### config.mk
export PLATFORM = sky130hd
export DESIGN_NAME = delta_list_timer_queue_core
export DESIGN_NICKNAME = d
export VERILOG_FILES = /design/src/rtl/core/dlt_pkg.sv /design/src/rtl/core/dlt_alu.sv /design/src/rtl/core/dlt_mem.sv /design/src/rtl/core/delta_list_timer_queue_core.sv
export SDC_FILE = /design/constraint.sdc
export NUM_CORES = 1
export LEC_CHECK = 0
export ABC_AREA = 0
export BUFFER_PORTS_ARGS = -buffer_cell sky130_fd_sc_hd__buf_2
export CAP_MARGIN = 25
export CORE_UTILIZATION = 62
export DETAILED_ROUTE_END_ITERATION = 10
export GPL_TIMING_DRIVEN = 0
export PLACE_DENSITY = 0.75
export REMOVE_ABC_BUFFERS = 1
export SLEW_MARGIN = 20
export SYNTH_ARGS = -nofsm -noshare
export SYNTH_HDL_FRONTEND = slang
export SYNTH_SLANG_ARGS = --single-unit
### constraint.sdc
create_clock -name clk_i -period 6 [get_ports clk_i]
set_clock_uncertainty 0.1 [all_clocks]
set_input_delay 1.2 -clock clk_i [delete_from_list [all_inputs] [get_ports clk_i]]
set_output_delay 1.2 -clock clk_i [all_outputs]
set_load 0.05 [all_outputs]
### src/rtl/core/dlt_pkg.sv
// ----------------------------------------------------------------------------
// dlt_pkg
// Shared types and constants for the delta-list timer queue.
// ----------------------------------------------------------------------------
package dlt_pkg;

  localparam int DELTA_W     = 15;
  localparam int WORD_W      = 16;
  // upper bound on expiries reported by one tick
  localparam int MAX_RESULTS = 16;

  typedef struct packed {
    logic [DELTA_W-1:0] delta;
    logic [WORD_W-1:0]  handle;
    logic [WORD_W-1:0]  argument;
  } entry_t;

  typedef enum logic [1:0] {
    KIND_EXPIRED  = 2'd0,
    KIND_ACCEPTED = 2'd1,
    KIND_FULL     = 2'd2
  } kind_e;

  typedef enum logic [3:0] {
    ST_IDLE,
    ST_FULL,
    ST_WALK_RD,
    ST_WALK_CHK,
    ST_FIX,
    ST_SH_RD,
    ST_SH_WR,
    ST_INS,
    ST_DEC_RD,
    ST_DEC_CHK,
    ST_EXP_RD,
    ST_EXP_CHK,
    ST_EXP_END
  } state_e;

endpackage

### src/rtl/core/dlt_alu.sv
// ----------------------------------------------------------------------------
// dlt_alu
// Shared delta subtractor: difference and borrow (borrow = a < b).
// ----------------------------------------------------------------------------
module dlt_alu (
  input  logic [dlt_pkg::DELTA_W-1:0] a_i,
  input  logic [dlt_pkg::DELTA_W-1:0] b_i,
  output logic [dlt_pkg::DELTA_W-1:0] diff_o,
  output logic                        borrow_o
);

  logic [dlt_pkg::DELTA_W:0] full;

  assign full     = {1'b0, a_i} - {1'b0, b_i};
  assign diff_o   = full[dlt_pkg::DELTA_W-1:0];
  assign borrow_o = full[dlt_pkg::DELTA_W];

endmodule

### src/rtl/core/dlt_mem.sv
// ----------------------------------------------------------------------------
// dlt_mem
// Entry store: one write port, one read port with registered read data.
// ----------------------------------------------------------------------------
module dlt_mem #(
  parameter int DEPTH = 16,
  parameter int AW    = 4
) (
  input  logic             clk_i,
  input  logic             wr_en_i,
  input  logic [AW-1:0]    wr_addr_i,
  input  dlt_pkg::entry_t  wr_data_i,
  input  logic             rd_en_i,
  input  logic [AW-1:0]    rd_addr_i,
  output dlt_pkg::entry_t  rd_data_o
);

  dlt_pkg::entry_t mem_q [DEPTH];
  dlt_pkg::entry_t rd_data_q;

  always_ff @(posedge clk_i) begin
    if (wr_en_i) begin
      mem_q[wr_addr_i] <= wr_data_i;
    end
  end

  // read data holds until the next read
  always_ff @(posedge clk_i) begin
    if (rd_en_i) begin
      rd_data_q <= mem_q[rd_addr_i];
    end
  end

  assign rd_data_o = rd_data_q;

endmodule

### src/rtl/core/delta_list_timer_queue_core.sv
// ----------------------------------------------------------------------------
// delta_list_timer_queue_core
// Callout queue kept as a delta list, run by a small sequencer.
// ----------------------------------------------------------------------------
// Each queued entry holds the ticks beyond the entry ahead of it plus a handle
// and an argument word. A schedule item (opcode 1) walks the list, inserts the
// new entry in time order (after any entry expiring at the same tick), trims
// the delta of its successor and answers with one item: accepted, or rejected
// when all QUEUE_DEPTH entries are in use. A tick item (opcode 0) decrements
// the first nonzero delta; unless deferred it then reports every leading
// zero-delta entry, oldest first, up to 16 per tick, and drops them; last
// marks the final item of a tick. Ticks on an empty queue or that expire
// nothing produce no item. The entries live in a single-port-write,
// registered-read memory arranged as a ring, so removing expired entries
// only moves the head pointer. The block takes one item at a time and holds
// in_stall_o high until it is done. A schedule reads each entry it passes,
// then moves each entry behind the insert point back one slot with a read
// and a write; a rejected schedule only answers, and a tick on an empty queue
// leaves the block idle. A tick reads each delta up to and including the
// first nonzero one (all of them when every delta is zero); unless deferred
// it then reads and reports the expired entries until a nonzero delta, the
// last entry or 16 expiries ends the scan. Read data from the memory is
// registered.
// A full output register that is stalled downstream pauses the sequencer only
// when it has a further item to hand over. No clearing pass is needed after
// reset: the entry count alone marks which entries are valid.
// ----------------------------------------------------------------------------
module delta_list_timer_queue_core #(
  parameter int QUEUE_DEPTH = 16
) (
  input  logic        clk_i,
  input  logic        rst_ni,
  // input channel
  input  logic        in_valid_i,
  output logic        in_stall_o,
  input  logic        opcode_i,
  input  logic [15:0] handle_i,
  input  logic [15:0] argument_i,
  input  logic [14:0] delay_i,
  input  logic        deferred_i,
  // output channel
  output logic        out_valid_o,
  input  logic        out_stall_i,
  output logic [1:0]  kind_o,
  output logic [15:0] out_handle_o,
  output logic [15:0] out_argument_o,
  output logic        last_o
);

  localparam int AW = $clog2(QUEUE_DEPTH);     // ring address width
  localparam int CW = $clog2(QUEUE_DEPTH + 1); // counts 0..QUEUE_DEPTH
  localparam int SW = CW + 1;                  // head + offset

  // --------------------------------------------------------------------------
  // State
  // --------------------------------------------------------------------------
  dlt_pkg::state_e state_q, state_d;

  logic [CW-1:0]               count_q, count_d;
  logic [AW-1:0]               head_q, head_d;
  logic [CW-1:0]               pos_q, pos_d;   // insert position
  logic [CW-1:0]               idx_q, idx_d;   // shift / scan / expiry index
  logic [dlt_pkg::DELTA_W-1:0] t_q, t_d;       // remaining delay
  logic [15:0]                 h_q, h_d;
  logic [15:0]                 a_q, a_d;
  logic                        def_q, def_d;

  // one expired entry held back until we know whether it is the last
  logic                        pend_q, pend_d;
  logic [15:0]                 pend_h_q, pend_h_d;
  logic [15:0]                 pend_a_q, pend_a_d;

  // output register
  logic                        out_valid_q, out_valid_d;
  dlt_pkg::kind_e              kind_q, kind_d;
  logic [15:0]                 oh_q, oh_d;
  logic [15:0]                 oa_q, oa_d;
  logic                        last_q, last_d;

  // --------------------------------------------------------------------------
  // Datapath pieces
  // --------------------------------------------------------------------------
  logic                        out_free;
  logic                        accept;
  logic                        full;

  logic [dlt_pkg::DELTA_W-1:0] alu_a, alu_b, alu_diff;
  logic                        alu_borrow;

  logic                        rd_en, wr_en;
  logic [CW-1:0]               rd_off, wr_off;
  logic [SW-1:0]               rd_sum, wr_sum;
  logic [AW-1:0]               rd_addr, wr_addr;
  dlt_pkg::entry_t             wr_data, rd_data;

  assign out_free = !out_valid_q || !out_stall_i;
  assign in_stall_o = (state_q != dlt_pkg::ST_IDLE);
  assign accept   = in_valid_i && !in_stall_o;
  assign full     = (count_q == CW'(QUEUE_DEPTH));

  dlt_alu u_alu (
    .a_i      (alu_a),
    .b_i      (alu_b),
    .diff_o   (alu_diff),
    .borrow_o (alu_borrow)
  );

  dlt_mem #(
    .DEPTH (QUEUE_DEPTH),
    .AW    (AW)
  ) u_mem (
    .clk_i     (clk_i),
    .wr_en_i   (wr_en),
    .wr_addr_i (wr_addr),
    .wr_data_i (wr_data),
    .rd_en_i   (rd_en),
    .rd_addr_i (rd_addr),
    .rd_data_o (rd_data)
  );

  // ALU operand select
  always_comb begin
    alu_a = t_q;
    alu_b = rd_data.delta;
    unique case (state_q)
      dlt_pkg::ST_FIX: begin
        alu_a = rd_data.delta;
        alu_b = t_q;
      end
      dlt_pkg::ST_DEC_CHK: begin
        alu_a = rd_data.delta;
        alu_b = dlt_pkg::DELTA_W'(1);
      end
      default: begin
        alu_a = t_q;
        alu_b = rd_data.delta;
      end
    endcase
  end

  // ring addressing: logical index -> physical slot
  always_comb begin
    rd_off = idx_q;
    wr_off = idx_q;
    if (state_q == dlt_pkg::ST_WALK_RD) begin
      rd_off = pos_q;
    end else if (state_q == dlt_pkg::ST_SH_RD) begin
      rd_off = idx_q - CW'(1);
    end
    if (state_q == dlt_pkg::ST_FIX || state_q == dlt_pkg::ST_INS) begin
      wr_off = pos_q;
    end
    rd_sum = SW'(head_q) + SW'(rd_off);
    wr_sum = SW'(head_q) + SW'(wr_off);
    if (rd_sum >= SW'(QUEUE_DEPTH)) begin
      rd_sum = rd_sum - SW'(QUEUE_DEPTH);
    end
    if (wr_sum >= SW'(QUEUE_DEPTH)) begin
      wr_sum = wr_sum - SW'(QUEUE_DEPTH);
    end
  end

  assign rd_addr = rd_sum[AW-1:0];
  assign wr_addr = wr_sum[AW-1:0];

  // --------------------------------------------------------------------------
  // Next state
  // --------------------------------------------------------------------------
  always_comb begin
    state_d = state_q;
    unique case (state_q)
      dlt_pkg::ST_IDLE: begin
        if (accept) begin
          if (opcode_i) begin
            state_d = full ? dlt_pkg::ST_FULL : dlt_pkg::ST_WALK_RD;
          end else if (count_q != '0) begin
            state_d = dlt_pkg::ST_DEC_RD;
          end
        end
      end
      dlt_pkg::ST_FULL: begin
        if (out_free) state_d = dlt_pkg::ST_IDLE;
      end
      dlt_pkg::ST_WALK_RD: begin
        state_d = (pos_q < count_q) ? dlt_pkg::ST_WALK_CHK : dlt_pkg::ST_SH_RD;
      end
      dlt_pkg::ST_WALK_CHK: begin
        state_d = alu_borrow ? dlt_pkg::ST_FIX : dlt_pkg::ST_WALK_RD;
      end
      dlt_pkg::ST_FIX: begin
        state_d = dlt_pkg::ST_SH_RD;
      end
      dlt_pkg::ST_SH_RD: begin
        state_d = (idx_q > pos_q) ? dlt_pkg::ST_SH_WR : dlt_pkg::ST_INS;
      end
      dlt_pkg::ST_SH_WR: begin
        state_d = dlt_pkg::ST_SH_RD;
      end
      dlt_pkg::ST_INS: begin
        if (out_free) state_d = dlt_pkg::ST_IDLE;
      end
      dlt_pkg::ST_DEC_RD: begin
        state_d = dlt_pkg::ST_DEC_CHK;
      end
      dlt_pkg::ST_DEC_CHK: begin
        if (rd_data.delta != '0 || idx_q + CW'(1) == count_q) begin
          state_d = def_q ? dlt_pkg::ST_IDLE : dlt_pkg::ST_EXP_RD;
        end else begin
          state_d = dlt_pkg::ST_DEC_RD;
        end
      end
      dlt_pkg::ST_EXP_RD: begin
        if (idx_q < count_q && 32'(idx_q) < dlt_pkg::MAX_RESULTS) begin
          state_d = dlt_pkg::ST_EXP_CHK;
        end else begin
          state_d = dlt_pkg::ST_EXP_END;
        end
      end
      dlt_pkg::ST_EXP_CHK: begin
        if (rd_data.delta != '0) begin
          state_d = dlt_pkg::ST_EXP_END;
        end else if (!pend_q || out_free) begin
          state_d = dlt_pkg::ST_EXP_RD;
        end
      end
      dlt_pkg::ST_EXP_END: begin
        if (!pend_q || out_free) state_d = dlt_pkg::ST_IDLE;
      end
      default: state_d = dlt_pkg::ST_IDLE;
    endcase
  end

  // --------------------------------------------------------------------------
  // Datapath and output updates
  // --------------------------------------------------------------------------
  always_comb begin
    count_d     = count_q;
    head_d      = head_q;
    pos_d       = pos_q;
    idx_d       = idx_q;
    t_d         = t_q;
    h_d         = h_q;
    a_d         = a_q;
    def_d       = def_q;
    pend_d      = pend_q;
    pend_h_d    = pend_h_q;
    pend_a_d    = pend_a_q;
    out_valid_d = out_valid_q && out_stall_i;
    kind_d      = kind_q;
    oh_d        = oh_q;
    oa_d        = oa_q;
    last_d      = last_q;
    rd_en       = 1'b0;
    wr_en       = 1'b0;
    wr_data     = rd_data;

    unique case (state_q)
      dlt_pkg::ST_IDLE: begin
        if (accept) begin
          t_d    = delay_i;
          h_d    = handle_i;
          a_d    = argument_i;
          def_d  = deferred_i;
          pos_d  = '0;
          idx_d  = opcode_i ? count_q : '0;
          pend_d = 1'b0;
        end
      end
      dlt_pkg::ST_FULL: begin
        if (out_free) begin
          out_valid_d = 1'b1;
          kind_d      = dlt_pkg::KIND_FULL;
          oh_d        = '0;
          oa_d        = '0;
          last_d      = 1'b1;
        end
      end
      dlt_pkg::ST_WALK_RD: begin
        rd_en = (pos_q < count_q);
      end
      dlt_pkg::ST_WALK_CHK: begin
        // entry expires no later than the new one: pass it
        if (!alu_borrow) begin
          t_d   = alu_diff;
          pos_d = pos_q + CW'(1);
        end
      end
      dlt_pkg::ST_FIX: begin
        // successor keeps only the ticks beyond the new entry
        wr_en         = 1'b1;
        wr_data.delta = alu_diff;
      end
      dlt_pkg::ST_SH_RD: begin
        rd_en = (idx_q > pos_q);
      end
      dlt_pkg::ST_SH_WR: begin
        wr_en = 1'b1;
        idx_d = idx_q - CW'(1);
      end
      dlt_pkg::ST_INS: begin
        if (out_free) begin
          wr_en            = 1'b1;
          wr_data.delta    = t_q;
          wr_data.handle   = h_q;
          wr_data.argument = a_q;
          count_d          = count_q + CW'(1);
          out_valid_d      = 1'b1;
          kind_d           = dlt_pkg::KIND_ACCEPTED;
          oh_d             = '0;
          oa_d             = '0;
          last_d           = 1'b1;
        end
      end
      dlt_pkg::ST_DEC_RD: begin
        rd_en = 1'b1;
      end
      dlt_pkg::ST_DEC_CHK: begin
        if (rd_data.delta != '0) begin
          wr_en         = 1'b1;
          wr_data.delta = alu_diff;
          idx_d         = '0;
        end else if (idx_q + CW'(1) == count_q) begin
          idx_d = '0;
        end else begin
          idx_d = idx_q + CW'(1);
        end
      end
      dlt_pkg::ST_EXP_RD: begin
        rd_en = (idx_q < count_q) && (32'(idx_q) < dlt_pkg::MAX_RESULTS);
      end
      dlt_pkg::ST_EXP_CHK: begin
        if (rd_data.delta == '0 && (!pend_q || out_free)) begin
          if (pend_q) begin
            out_valid_d = 1'b1;
            kind_d      = dlt_pkg::KIND_EXPIRED;
            oh_d        = pend_h_q;
            oa_d        = pend_a_q;
            last_d      = 1'b0;
          end
          pend_d   = 1'b1;
          pend_h_d = rd_data.handle;
          pend_a_d = rd_data.argument;
          idx_d    = idx_q + CW'(1);
        end
      end
      dlt_pkg::ST_EXP_END: begin
        if (pend_q && out_free) begin
          out_valid_d = 1'b1;
          kind_d      = dlt_pkg::KIND_EXPIRED;
          oh_d        = pend_h_q;
          oa_d        = pend_a_q;
          last_d      = 1'b1;
          pend_d      = 1'b0;
          head_d      = wr_addr;        // head advanced past the expired run
          count_d     = count_q - idx_q;
        end
      end
      default: begin
        rd_en = 1'b0;
      end
    endcase
  end

  // --------------------------------------------------------------------------
  // Registers
  // --------------------------------------------------------------------------
  always_ff @(posedge clk_i or negedge rst_ni) begin
    if (!rst_ni) begin
      state_q     <= dlt_pkg::ST_IDLE;
      count_q     <= '0;
      head_q      <= '0;
      pend_q      <= 1'b0;
      out_valid_q <= 1'b0;
    end else begin
      state_q     <= state_d;
      count_q     <= count_d;
      head_q      <= head_d;
      pend_q      <= pend_d;
      out_valid_q <= out_valid_d;
    end
  end

  always_ff @(posedge clk_i) begin
    pos_q    <= pos_d;
    idx_q    <= idx_d;
    t_q      <= t_d;
    h_q      <= h_d;
    a_q      <= a_d;
    def_q    <= def_d;
    pend_h_q <= pend_h_d;
    pend_a_q <= pend_a_d;
    kind_q   <= kind_d;
    oh_q     <= oh_d;
    oa_q     <= oa_d;
    last_q   <= last_d;
  end

  assign out_valid_o    = out_valid_q;
  assign kind_o         = kind_q;
  assign out_handle_o   = oh_q;
  assign out_argument_o = oa_q;
  assign last_o         = last_q;

endmodule
==> impl_metrics.ini <==
[timing]
period_share_pct = 90.8
drv_slew = 0
fmax_mhz = 183
max_slew_margin_pct = 24.1
max_slew.worst_pin.slew_ns = 1.13
holdWs_ns = 0.354
final_hold_viol_count = 0
rsz0062_at_grt = false
postLayoutSetupSlackWorst_ns = 0.550
fin_crit_ns = 5.45
fin_tns_setup_ns = 0
setup_violations = 0

[die]
dieWidth_microns = 249
initial_core_util_pct = 62.6
die_area_sq_um = 61800
core_area_sq_um = 60200
rows = 90
ioPinCount = 90
dieHeight_microns = 249

[synth]
synth-async-reset-ratio_pct = 1.60
ys_top_cells_by_count = 924 x edfxtp_1, 235 x mux4_2, 68 x clkbuf_1
yosysWarnings = 0
yosysSeqAreaShare_pct = 74.5
synth_top_area_cell = edfxtp_1
ys_ff_latch = 939
synth_area_per_cell_sq_um = 20.6
dominantRegCellSynth = edfxtp_1
yosysMostFrequentCell = edfxtp_1
yosysTopAreaCellShare_pct = 73.6
syn-instance-count = 1832
synth-edff-count = 924
synth.area.top_cells = edfxtp_1 74%, mux4_2 14%, mux2_2 1.4%
syn_area_sq_um = 37700
ys_types = 60

[final_layout]
area_growth_pct = 16.5
fin_util_pct = 72.9
n_fill_cell = 3304
nNetsFinal = 2127
multi_input_area_sq_um = 9330
seq_area_sq_um = 28100
final_layout_size_suffix_gt1_share_pct = 30.6
diodes = 0

[route]
antenna_left = 0
vias = 19700
totalWireLength_mm = 91.5
wire_per_inst_microns = 31.7
viasPerCell = 6.84
dr.first_iter.drc_count = 2406
first_pass_iters = 7
drc_errors = 0

[clock_tree]
cts_htree_levels = 3
cts_hold_buf = 0
post_cts_resized = 0
clockBufferDepth = 3
cts_tree = done
postCtsSetupBuffers = 0
cts_num_sinks = 939
clk_latency_ns = 0.65
numCtsBuffers = 93
root_buffer = clkbuf_16
clk_pin_slew_worst_paths_ns = 0.06

[worst_setup_path]
timing.rr.end = t_q[9]
critical_path_class = register to register
end_kind = register
worstPathMaxFanout = 20
reg2reg_slack_ns = 0.55
arrival_ns = 5.49
reg2reg_depth = 10
r2r-start = state_q[2]
start_kind = register
worst_ep_required_time_ns = 6.04

[global_route]
grt_pass1_wl_mm = 133
grt_pass1_vias = 19900
grt_overflow = 0
track_usage_pct = 30.1
antenna_found_initial = 0
grt_max_degree = 45

[hold_path]
hold_depth = 0
hold_class = register to register
min_from = u_mem.rd_data_o[13]
holdPathEnd = pend_a_q[13]

[placement]
port_buffers = 89
place_ws_ns = 0.794
dp_hpwl_mm = 54.1
gp_congestion = 0.897

[pwr]
seqPwrFrac_pct = 37.7
irDropWorstVdd_mv = 0.442
leakagePower_uw = 0.0144
cellPowerDensity_nw_per_um2 = 623
switchingPower_uw = 9300
clockPowerShare_pct = 21.0
p_int_uw = 18100
p_sw_share_pct = 34.0
combPwrFrac_pct = 41.3

[outcome]
status = complete, no violations

[job]
max_cap_violations = 0
## area by class of cell
class,count,area share (%)
flip-flops and latches,939,64.0
multi-input cells,783,21.2
clock buffers,111,5.55
repair buffers,185,5.51
well taps,782,2.23
clock inverters,58,1.25
inverters,27,0.231
## per-stage QoR
stage               total power [uW]  instance area, sq um  std cells
global route                   28400                 43900       2885
floorplan                      17100                 37300       1749
global placement               18400                 38800       2620
CTS                            27400                 43900       2879
finish                         27400                 43900       2885
detailed placement             21400                 40900       2710
## power groups by stage
stage	combinational [uW]	clock (uW)	sequential, uW
global route	11900	6020	10400
floorplan	6630	0	10500
global placement	8050	0	10400
CTS	11200	5800	10300
finish	11300	5750	10300
detailed placement	11000	0	10400
## per-layer routing
layer / share of wire (%) / vias to the layer above / GRT usage [%]
met5: 0 / - / 0
met4: 3.9 / 0 / 12.8
met3: 8.2 / 227 / 4.75
met2: 49 / 1222 / 48.5
met1: 39 / 10300 / 41.8
li1: - / 8009 / -
## worst max-delay path by stage
stage,end,start,cells after the start,slack [ns]
6_report,t_q[9],state_q[2],10,0.55
5_1_grt,u_mem.mem_q[9][46],state_q[2],13,0.46
4_1_cts,u_mem.rd_data_o[19],state_q[1],11,0.73
3_5_place_dp,u_mem.rd_data_o[34],state_q[1],11,0.79
3_3_place_gp,u_mem.rd_data_o[36],state_q[0],6,-7.07
2_1_floorplan,u_mem.rd_data_o[0],state_q[0],6,-3.71
## worst max-delay path, stage by stage (launching register included)
cell and delay, ns:
dfrtp_1 0.75, nand2b_1 0.37, nor2_2 0.81, a22oi_1 0.27
ha_1 0.37, nor2b_1 0.16, o31a_1 0.34, o211ai_1 0.32
a21oi_1 0.17, o21ai_0 0.49, nand2_1 0.77
## cell families after synthesis
| logic type | Yosys count | share of synthesized area, % |
|---|---|---|
| adders and majority gates | 45 | 1.57 |
| AOI/OAI and AO/OA | 190 | 3.19 |
| xor gates and xnor gates | 34 | 0.846 |
| muxes | 288 | 15.6 |
| and+or+nand+nor | 226 | 2.95 |
| buffers and inverters | 110 | 1.30 |
| DFF | 939 | 74.5 |
## registers in the layout (all words and copies together), names as in the netlist, 16 cells and up
name and cells:
out_handle_o 16, h_q 16, a_q 16, out_argument_o 16
pend_a_q 16, pend_h_q 16, u_mem.rd_data_o 47, u_mem.mem_q 752
## layout by cell type, fill, tap and decap left out, types with 36 or more instances in the layout
cell / count
clkbuf_16: 95
nor2_1: 41
nand2_1: 63
ha_1: 40
buf_16: 38
buf_2: 89
and2_1: 36
mux4_2: 235
mux2_2: 48
o21ai_0: 49
edfxtp_1: 924
Note: power is estimated with default switching activity, not from simulation.
